### src/rtl/grsw_pkg.sv
// grid root selection package: widths, constants and sequencer states
`timescale 1ns / 1ps

package grsw_pkg;

  localparam int WORD_W      = 32;
  localparam int FRAC_BITS   = 24;
  localparam int DIFF_W      = WORD_W + 1;
  localparam int DEN_W       = WORD_W + 2;
  localparam int WEIGHT_W    = 31;
  localparam int MIN_W_W     = 25;
  localparam int SAT_SHIFT   = WEIGHT_W - FRAC_BITS;
  localparam int CNT_W       = 6;
  localparam int IN_DATA_W   = 3 * WORD_W;
  localparam int OUT_DATA_W  = 64;
  localparam int PROD_W      = 2 * WORD_W;

  localparam logic [WEIGHT_W-1:0] WEIGHT_MAX       = {WEIGHT_W{1'b1}};
  localparam logic [MIN_W_W-1:0]  MIN_WEIGHT_RESET = MIN_W_W'(168);
  localparam logic [CNT_W-1:0]    WDIV_STEPS       = CNT_W'(WEIGHT_W);
  localparam logic [CNT_W-1:0]    QDIV_STEPS       = CNT_W'(WORD_W);

  typedef enum logic [8:0] {
    S_IDLE = 9'b000000001,
    S_DIFF = 9'b000000010,
    S_WSET = 9'b000000100,
    S_WDIV = 9'b000001000,
    S_WCHK = 9'b000010000,
    S_MUL  = 9'b000100000,
    S_QDIV = 9'b001000000,
    S_POLE = 9'b010000000,
    S_DONE = 9'b100000000
  } state_t;

endpackage

### src/rtl/grid_root_select_by_weight.sv
// grid root search by residual sign change, keeping the root of largest weight
//
//   channel  | direction | handshake                  | payload
//   in_      | slave     | in_tvalid / in_tready      | freq, sigma, residual, tlast = last node
//   out_     | master    | out_tvalid / out_tready    | energy, weight; tuser = found flag
//   cfg_     | write     | cfg_wr_en                  | min_weight
//
// a node with no crossing to test passes idle, diff and done only; a node whose crossing passes
// the weight test uses one shared restoring divider for the 31-bit weight and then the 32-bit
// interpolation quotient, multiplying in between; a saturated weight skips the first division.
// rst_n is synchronous; reset clears the run state and sets min_weight to 168.
// a last node waits in its final state while the output register still holds a result.
`timescale 1ns / 1ps

module grid_root_select_by_weight
  import grsw_pkg::*;
(
  input  logic                   clk,
  input  logic                   rst_n,
  input  logic                   in_tvalid,
  output logic                   in_tready,
  // node_freq [31:0], node_sigma [63:32], node_residual [95:64]
  input  logic [IN_DATA_W-1:0]   in_tdata,
  input  logic                   in_tlast,
  output logic                   out_tvalid,
  input  logic                   out_tready,
  // root_energy [31:0], root_weight [62:32], zero [63]
  output logic [OUT_DATA_W-1:0]  out_tdata,
  // root_found [0]
  output logic                   out_tuser,
  input  logic                   cfg_wr_en,
  input  logic [MIN_W_W-1:0]     cfg_wr_data
);

  state_t                     state_r, state_nxt;
  logic signed [WORD_W-1:0]   cur_freq_r, cur_freq_nxt;
  logic signed [WORD_W-1:0]   cur_sigma_r, cur_sigma_nxt;
  logic signed [WORD_W-1:0]   cur_res_r, cur_res_nxt;
  logic                       cur_last_r, cur_last_nxt;
  logic signed [WORD_W-1:0]   prev_freq_r, prev_freq_nxt;
  logic signed [WORD_W-1:0]   prev_sigma_r, prev_sigma_nxt;
  logic signed [WORD_W-1:0]   prev_res_r, prev_res_nxt;
  logic                       have_prev_r, have_prev_nxt;
  logic signed [DIFF_W-1:0]   df_r, df_nxt;
  logic signed [DIFF_W-1:0]   dt_r, dt_nxt;
  logic signed [DEN_W-1:0]    den_r, den_nxt;
  logic [WORD_W-1:0]          mag_df_r, mag_df_nxt;
  logic [WORD_W-1:0]          mag_t0_r, mag_t0_nxt;
  logic [WORD_W-1:0]          mag_dt_r, mag_dt_nxt;
  logic                       q_neg_r, q_neg_nxt;
  logic                       wrong_sign_r, wrong_sign_nxt;
  logic [DIFF_W-1:0]          rem_r, rem_nxt;
  logic [WORD_W-1:0]          quo_r, quo_nxt;
  logic [DIFF_W-1:0]          div_r, div_nxt;
  logic [CNT_W-1:0]           cnt_r, cnt_nxt;
  logic [WEIGHT_W-1:0]        w_r, w_nxt;
  logic [WEIGHT_W-1:0]        best_w_r, best_w_nxt;
  logic signed [WORD_W-1:0]   best_e_r, best_e_nxt;
  logic                       any_r, any_nxt;
  logic [MIN_W_W-1:0]         min_w_r, min_w_nxt;
  logic                       out_valid_r, out_valid_nxt;
  logic signed [WORD_W-1:0]   out_energy_r, out_energy_nxt;
  logic                       out_found_r, out_found_nxt;
  logic [WEIGHT_W-1:0]        out_weight_r, out_weight_nxt;

  // shared divider step
  logic [DIFF_W:0]            rem_sh;
  logic                       div_ge;
  logic [DIFF_W:0]            rem_sub;
  logic [DIFF_W-1:0]          step_rem;
  logic [WORD_W-1:0]          step_quo;

  // node difference and setup terms
  logic signed [DIFF_W-1:0]   df_c, ds_c, dt_c;
  logic signed [DEN_W-1:0]    den_c;
  logic                       cross_c;
  logic [DIFF_W-1:0]          mag_df_w, mag_dt_w;
  logic [DEN_W-1:0]           mag_den_w;
  logic [WORD_W:0]            mag_t0_w;
  logic                       sat_c;
  logic                       reject_c;
  logic [PROD_W-1:0]          prod_c;
  logic signed [DEN_W-1:0]    q_c, pole_c;
  logic signed [WORD_W-1:0]   pole_sat;

  assign rem_sh   = {rem_r, quo_r[WORD_W-1]};
  assign div_ge   = rem_sh >= {1'b0, div_r};
  assign rem_sub  = rem_sh - {1'b0, div_r};
  assign step_rem = div_ge ? rem_sub[DIFF_W-1:0] : rem_sh[DIFF_W-1:0];
  assign step_quo = {quo_r[WORD_W-2:0], div_ge};

  assign df_c  = DIFF_W'(cur_freq_r) - DIFF_W'(prev_freq_r);
  assign ds_c  = DIFF_W'(cur_sigma_r) - DIFF_W'(prev_sigma_r);
  assign dt_c  = DIFF_W'(cur_res_r) - DIFF_W'(prev_res_r);
  assign den_c = DEN_W'(df_c) - DEN_W'(ds_c);
  assign cross_c = (prev_res_r[WORD_W-1] && !cur_res_r[WORD_W-1] && (cur_res_r != '0))
                || (!prev_res_r[WORD_W-1] && (prev_res_r != '0) && cur_res_r[WORD_W-1]);

  assign mag_df_w  = df_r[DIFF_W-1] ? DIFF_W'(-df_r) : DIFF_W'(df_r);
  assign mag_dt_w  = dt_r[DIFF_W-1] ? DIFF_W'(-dt_r) : DIFF_W'(dt_r);
  assign mag_den_w = den_r[DEN_W-1] ? DEN_W'(-den_r) : DEN_W'(den_r);
  assign mag_t0_w  = prev_res_r[WORD_W-1] ? (WORD_W+1)'(-(WORD_W+1)'(prev_res_r))
                                          : (WORD_W+1)'(prev_res_r);
  // weight saturates when |df| * 2^24 >= |den| * 2^31
  assign sat_c = {{(SAT_SHIFT+1){1'b0}}, mag_df_w} >= {mag_den_w, {SAT_SHIFT{1'b0}}};

  assign reject_c = (wrong_sign_r && (w_r != '0))
                 || ({{(WEIGHT_W-MIN_W_W){1'b0}}, min_w_r} > w_r)
                 || (any_r && (w_r <= best_w_r));

  assign prod_c = PROD_W'(mag_t0_r) * PROD_W'(mag_df_r);

  assign q_c    = q_neg_r ? -DEN_W'({1'b0, quo_r}) : DEN_W'({1'b0, quo_r});
  assign pole_c = DEN_W'(prev_freq_r) - q_c;
  always_comb begin
    if (pole_c > DEN_W'(signed'({1'b0, {(WORD_W-1){1'b1}}}))) begin
      pole_sat = {1'b0, {(WORD_W-1){1'b1}}};
    end else if (pole_c < -DEN_W'(signed'({2'b01, {(WORD_W-1){1'b0}}}))) begin
      pole_sat = {1'b1, {(WORD_W-1){1'b0}}};
    end else begin
      pole_sat = pole_c[WORD_W-1:0];
    end
  end

  assign in_tready  = (state_r == S_IDLE);
  assign out_tvalid = out_valid_r;
  assign out_tuser  = out_found_r;
  assign out_tdata  = {1'b0, out_weight_r, out_energy_r};

  always_comb begin
    state_nxt      = state_r;
    cur_freq_nxt   = cur_freq_r;
    cur_sigma_nxt  = cur_sigma_r;
    cur_res_nxt    = cur_res_r;
    cur_last_nxt   = cur_last_r;
    prev_freq_nxt  = prev_freq_r;
    prev_sigma_nxt = prev_sigma_r;
    prev_res_nxt   = prev_res_r;
    have_prev_nxt  = have_prev_r;
    df_nxt         = df_r;
    dt_nxt         = dt_r;
    den_nxt        = den_r;
    mag_df_nxt     = mag_df_r;
    mag_t0_nxt     = mag_t0_r;
    mag_dt_nxt     = mag_dt_r;
    q_neg_nxt      = q_neg_r;
    wrong_sign_nxt = wrong_sign_r;
    rem_nxt        = rem_r;
    quo_nxt        = quo_r;
    div_nxt        = div_r;
    cnt_nxt        = cnt_r;
    w_nxt          = w_r;
    best_w_nxt     = best_w_r;
    best_e_nxt     = best_e_r;
    any_nxt        = any_r;
    min_w_nxt      = cfg_wr_en ? cfg_wr_data : min_w_r;
    out_valid_nxt  = out_valid_r && !out_tready;
    out_energy_nxt = out_energy_r;
    out_found_nxt  = out_found_r;
    out_weight_nxt = out_weight_r;

    unique case (state_r)
      S_IDLE: begin
        if (in_tvalid) begin
          cur_freq_nxt  = in_tdata[WORD_W-1:0];
          cur_sigma_nxt = in_tdata[2*WORD_W-1:WORD_W];
          cur_res_nxt   = in_tdata[3*WORD_W-1:2*WORD_W];
          cur_last_nxt  = in_tlast;
          state_nxt     = S_DIFF;
        end
      end
      S_DIFF: begin
        df_nxt    = df_c;
        dt_nxt    = dt_c;
        den_nxt   = den_c;
        state_nxt = (have_prev_r && cross_c) ? S_WSET : S_DONE;
      end
      S_WSET: begin
        mag_df_nxt     = mag_df_w[WORD_W-1:0];
        mag_dt_nxt     = mag_dt_w[WORD_W-1:0];
        mag_t0_nxt     = mag_t0_w[WORD_W-1:0];
        q_neg_nxt      = prev_res_r[WORD_W-1] ^ df_r[DIFF_W-1] ^ dt_r[DIFF_W-1];
        wrong_sign_nxt = df_r[DIFF_W-1] != den_r[DEN_W-1];
        div_nxt        = mag_den_w[DIFF_W-1:0];
        if (den_r == '0) begin
          state_nxt = S_DONE;
        end else if (sat_c) begin
          w_nxt     = WEIGHT_MAX;
          state_nxt = S_WCHK;
        end else begin
          // quotient fits 31 bits, so start with the top dividend bits preloaded
          rem_nxt   = DIFF_W'(mag_df_w[WORD_W-1:SAT_SHIFT]);
          quo_nxt   = {mag_df_w[SAT_SHIFT-1:0], {(WORD_W-SAT_SHIFT){1'b0}}};
          cnt_nxt   = WDIV_STEPS;
          state_nxt = S_WDIV;
        end
      end
      S_WDIV: begin
        rem_nxt = step_rem;
        quo_nxt = step_quo;
        cnt_nxt = cnt_r - CNT_W'(1);
        if (cnt_r == CNT_W'(1)) begin
          w_nxt     = step_quo[WEIGHT_W-1:0];
          state_nxt = S_WCHK;
        end
      end
      S_WCHK: begin
        state_nxt = reject_c ? S_DONE : S_MUL;
      end
      S_MUL: begin
        // quotient is bounded by |df|, so the high product half is already below |dt|
        rem_nxt   = DIFF_W'(prod_c[PROD_W-1:WORD_W]);
        quo_nxt   = prod_c[WORD_W-1:0];
        div_nxt   = {1'b0, mag_dt_r};
        cnt_nxt   = QDIV_STEPS;
        state_nxt = S_QDIV;
      end
      S_QDIV: begin
        rem_nxt = step_rem;
        quo_nxt = step_quo;
        cnt_nxt = cnt_r - CNT_W'(1);
        if (cnt_r == CNT_W'(1)) begin
          state_nxt = S_POLE;
        end
      end
      S_POLE: begin
        best_e_nxt = pole_sat;
        best_w_nxt = w_r;
        any_nxt    = 1'b1;
        state_nxt  = S_DONE;
      end
      S_DONE: begin
        if (!cur_last_r) begin
          prev_freq_nxt  = cur_freq_r;
          prev_sigma_nxt = cur_sigma_r;
          prev_res_nxt   = cur_res_r;
          have_prev_nxt  = 1'b1;
          state_nxt      = S_IDLE;
        end else if (!out_valid_r || out_tready) begin
          out_valid_nxt  = 1'b1;
          out_found_nxt  = any_r;
          out_energy_nxt = any_r ? best_e_r : '0;
          out_weight_nxt = any_r ? best_w_r : '0;
          prev_freq_nxt  = '0;
          prev_sigma_nxt = '0;
          prev_res_nxt   = '0;
          have_prev_nxt  = 1'b0;
          best_w_nxt     = '0;
          best_e_nxt     = '0;
          any_nxt        = 1'b0;
          state_nxt      = S_IDLE;
        end
      end
      default: begin
        state_nxt = S_IDLE;
      end
    endcase
  end

  always_ff @(posedge clk) begin
    if (!rst_n) begin
      state_r     <= S_IDLE;
      have_prev_r <= 1'b0;
      any_r       <= 1'b0;
      min_w_r     <= MIN_WEIGHT_RESET;
      out_valid_r <= 1'b0;
      prev_freq_r  <= '0;
      prev_sigma_r <= '0;
      prev_res_r   <= '0;
      best_w_r     <= '0;
      best_e_r     <= '0;
    end else begin
      state_r     <= state_nxt;
      have_prev_r <= have_prev_nxt;
      any_r       <= any_nxt;
      min_w_r     <= min_w_nxt;
      out_valid_r <= out_valid_nxt;
      prev_freq_r  <= prev_freq_nxt;
      prev_sigma_r <= prev_sigma_nxt;
      prev_res_r   <= prev_res_nxt;
      best_w_r     <= best_w_nxt;
      best_e_r     <= best_e_nxt;
    end
  end

  always_ff @(posedge clk) begin
    cur_freq_r     <= cur_freq_nxt;
    cur_sigma_r    <= cur_sigma_nxt;
    cur_res_r      <= cur_res_nxt;
    cur_last_r     <= cur_last_nxt;
    df_r           <= df_nxt;
    dt_r           <= dt_nxt;
    den_r          <= den_nxt;
    mag_df_r       <= mag_df_nxt;
    mag_t0_r       <= mag_t0_nxt;
    mag_dt_r       <= mag_dt_nxt;
    q_neg_r        <= q_neg_nxt;
    wrong_sign_r   <= wrong_sign_nxt;
    rem_r          <= rem_nxt;
    quo_r          <= quo_nxt;
    div_r          <= div_nxt;
    cnt_r          <= cnt_nxt;
    w_r            <= w_nxt;
    out_energy_r   <= out_energy_nxt;
    out_found_r    <= out_found_nxt;
    out_weight_r   <= out_weight_nxt;
  end

endmodule
### config.mk
export PLATFORM = sky130hd
export DESIGN_NAME = grid_root_select_by_weight
export DESIGN_NICKNAME = d
export VERILOG_FILES = /design/src/rtl/grsw_pkg.sv /design/src/rtl/grid_root_select_by_weight.sv
export SDC_FILE = /design/constraint.sdc
export NUM_CORES = 2
export LEC_CHECK = 0
export BUFFER_PORTS_ARGS = -buffer_cell sky130_fd_sc_hd__buf_2
export CORE_MARGIN = 2
export CORE_UTILIZATION = 40
export CTS_BUF_LIST = sky130_fd_sc_hd__clkbuf_16
export CTS_CLUSTER_SIZE = 16
export DETAILED_ROUTE_END_ITERATION = 16
export GPL_ROUTABILITY_DRIVEN = 1
export PLACE_DENSITY_LB_ADDON = 0.3
export SKIP_LAST_GASP = 1
export SLEW_MARGIN = 20
export SYNTH_ARGS = -nofsm -noshare
export SYNTH_HDL_FRONTEND = slang
export SYNTH_SLANG_ARGS = --single-unit
### constraint.sdc
create_clock -name clk -period 21.7 [get_ports clk]
set_input_delay 1.085 -clock clk [delete_from_list [all_inputs] [get_ports clk]]
set_output_delay 1.085 -clock clk [all_outputs]
set_load 0.1 [all_outputs]
==> summary.md <==
| Metric | Value |
|---|---|
| First-pass GRT wire length | `323.1 mm` |
| Hpwl dp | `155.9 mm` |
| Final hold vios | `0` |
| Clock Path Buffers | `3` |
| CP Max Fanout | `17` |
| Ys async rst share | `0%` |
| Core area | `178000 um2` |
| Crit path time final | `9030 ps` |
| Initial Util | `40.14%` |
| Sw Pwr | `1017 uW` |
| Synth Cell Area | `71460 um2` |
| Hold Path Stages | `2` |
| Drt first pass iters | `6` |
| 1st-iter DRT viols | `4314` |
| Antenna Nets Post-Route | `0` |
| Fmax achieved | `110.7 MHz` |
| # rows | `155` |
| Global-route usage over all layers | `23.01%` |
| Yosys warns | `0` |
| Post-CTS Setup Inserts | `0` |
| Top cell type's share of synthesized area | `26.14%` |
| Peak VDD IR | `0.00007162 V` |
| Worst-Margin Slew | `1183 ps` |
| Synthesized Nets | `8935` |
| Total Wirelength | `206.7 mm` |
| CP Class | `reg2reg` |
| Worst Hold End | `best_e_r[14]` |
| Slowest stage delay, CP | `810 ps` |
| R2R depth | `27` |
| Most frequent cell after synthesis | `inv_1` |
| TritonCTS clock tree | `done` |
| Final Max Slew Viols | `0` |
| Post-place instance area | `74880 um2` |
| Pwr per Cell Area | `45.63 nW/um2` |
| Reg-to-reg startpoint | `mag_df_r[8]` |
| Hold_sp | `best_e_r[14]` |
| # DRC | `0` |
| Max-Cap Viols | `0` |
| LEAKAGE | `0.03409 uW` |
| Synth area leader | `fa_1` |
| Chip width | `426.7 um` |
| Vias in the first global route | `54810` |
| Via Count | `52520` |
| Min-Delay Path Class | `reg2reg` |
| Io pins | `194` |
| Status | `finished, final reports clean` |
| Setup_tns | `0 ps` |
| Largest net degree at the start of global routing | `113` |
| Antenna violations before repair | `2` |
| Final Skew | `45.56 ps` |
| Finished layout cell area | `77540 um2` |
| GPL Wtd Cong | `0.9327` |
| Final period utilization | `41.61%` |
| Critical Path RT | `22100 ps` |
| Root Buffer | `clkbuf_16` |
| Hold buffer count at CTS | `0` |
| Htree depth | `3` |
| Number of gates resized after cts | `0` |
| Crit path launch type | `flip-flop` |
| Post-synthesis cell count | `7358` |
| Flop2flop setup slack | `12670 ps` |
| RSZ-0062 raised after global routing | `false` |
| Crit. End Element | `flip-flop` |
| Clk pwr share | `39.1%` |
| Post-synth EDFFs | `494` |
| Avg Synthesized Cell Area | `9.712 um2` |
| Nets@finish | `8952` |
| PortBufs | `192` |
| Drt wl/cell | `21.11 um` |
| Synth cell count leaders | `inv_1, fa_1, nand2_1` |
| Diodes inserted | `0` |
| Post-DR vias/cell | `5.364` |
| Die height | `426.7 um` |
| Reg2reg end | `rem_r[31]` |
| Critical Path Most Common Cell | `fa_1` |
| Flop pwr share | `43.5%` |
| Final setup vio count | `0` |
| Grt total ovfl | `0` |
| Most used DFF post-synth | `edfxtp_1` |
| Worst Path Arrival | `9430 ps` |
| Layout cells sized above 1 | `6.509%` |
| Number of CTS-inserted buffers | `74` |
| Clock sink count | `690` |
| Layout area overhead | `8.513%` |
| Clock slew at reported path FFs | `60 ps` |
| #FFs+latches synth | `690` |
| Comb power frac | `17.4%` |
| Sw Share | `28.75%` |
| Unique masters post-synth | `83` |
| Slowest cell on the critical path | `edfxtp_1` |
| Synth area leaders | `fa_1, edfxtp_1, ha_1, inv_1, and2_1` |
| Relative slew slack | `20.28%` |
| Register area share after synthesis | `26.25%` |
| Die ar. | `182000 um2` |
| Clk_lat worst skew | `700 ps` |
| Internal | `2521 uW` |
==> cells by family (layout without fill, tap and decap cells) <==
| group | count (synthesis) | in the layout | synth area share [%] |
|---|---|---|---|
| buffers and inverters | 1543 | 1621 | 8.119 |
| and+or+nand+nor | 2110 | 2110 | 14.76 |
| other | 1 | 1 | 0.005248 |
| AOI/OAI and AO/OA | 1145 | 1145 | 10.41 |
| xor gates and xnor gates | 359 | 359 | 4.411 |
| adders and majority gates | 1450 | 1450 | 35.19 |
| DFF | 690 | 690 | 26.25 |
| muxes | 60 | 60 | 0.8440 |
==> metal layers <==
metal / share of wire (%) / track usage, % / routed length (um)
met3: 6.0 / 3.020 / 12500
met4: 3.5 / 7.928 / 7310
met1: 43 / 30.88 / 88760
met2: 47 / 38.25 / 98120
met5: 0 / 0 / 0
==> sequential cells by signal, indices dropped and copies added (netlist names), 33 cells and up <==
| register | count |
|---|---|
| rem_r | 33 |
| den_r | 34 |
| div_r | 33 |
| dt_r | 33 |
| df_r | 33 |
==> power by group through the flow <==
stage / clock (uW) / combinational (uW) / sequential [uW]
after floorplan: 0 / 445 / 1560
after detailed placement: 0 / 614 / 1570
after global placement: 0 / 604 / 1570
after CTS: 1410 / 619 / 1540
after global routing: 1460 / 687 / 1540
final: 1380 / 617 / 1540
==> area by class of cell <==
cell class              count  area, um2
fillers                 17160     100500
multi-input cells        5125      46990
flip-flops and latches    690      18760
inverters                1203       4523
well taps                2355       2947
clock buffers              76       1902
repair buffers            281       1697
clock inverters            61      729.5
==> how the worst max path moves through the flow <==
stage / startpoint / endpoint / slack (ps)
after global placement: mag_df_r[17] / rem_r[26] / 12590
after floorplan: state_r[2] / state_r[2] / 12390
after detailed placement: mag_df_r[16] / rem_r[26] / 12670
final: mag_df_r[8] / rem_r[31] / 12670
after CTS: mag_df_r[16] / rem_r[28] / 12640
after global routing: mag_df_r[8] / rem_r[28] / 12150
==> worst max-delay path: cells and delay by family (launching register included) <==
| kind | cells | cell delay [ps] |
|---|---|---|
| AO/OA/AOI/OAI | 8 | 2380 |
| adder cells (fa/ha/maj) | 9 | 4300 |
| buffers and inverters | 6 | 680 |
| flip-flops | 1 | 810 |
| multiplexers | 1 | 170 |
| AND/OR/NAND/NOR | 3 | 390 |
==> per-stage QoR <==
step                      cells  hold WS (ps)  power (uW)  utilization [%]  setup WS [ps]
after floorplan            7358         446.0        2003                -          12390
after global placement     9650         470.5        2170            42.01          12590
after detailed placement   9653         466.3        2181            42.06          12670
after CTS                  9790         478.6        3572            43.54          12640
after global routing       9791         492.3        3686            43.55          12150
final                      9791         474.5        3538            43.55          12670
==> layout by cell type, fill, tap and decap left out, drive strengths merged, types with 9 or more instances in the layout <==
master  instances
o21a           43
and2          640
o21bai         30
clkbuf         76
or2            43
ha            517
buf           281
a211oi         23
nor2b          42
o22ai          10
fa            933
nand3          50
edfxtp        494
inv          1218
dfxtp         196
and3           22
a31oi          38
o31ai          48
nor4           35
o31a            9
bufinv         11
o41ai          23
clkinv         30
or3            39
nor2          354
xor2          136
o21ai         256
o211ai         27
nand2b         32
a31o           10
xnor2         223
a21oi         263
mux2i          58
or4            29
a21o          130
nand2         712
a22oi         149
nor3           37
nand4          46
Note: power is estimated with default switching activity, not from simulation.
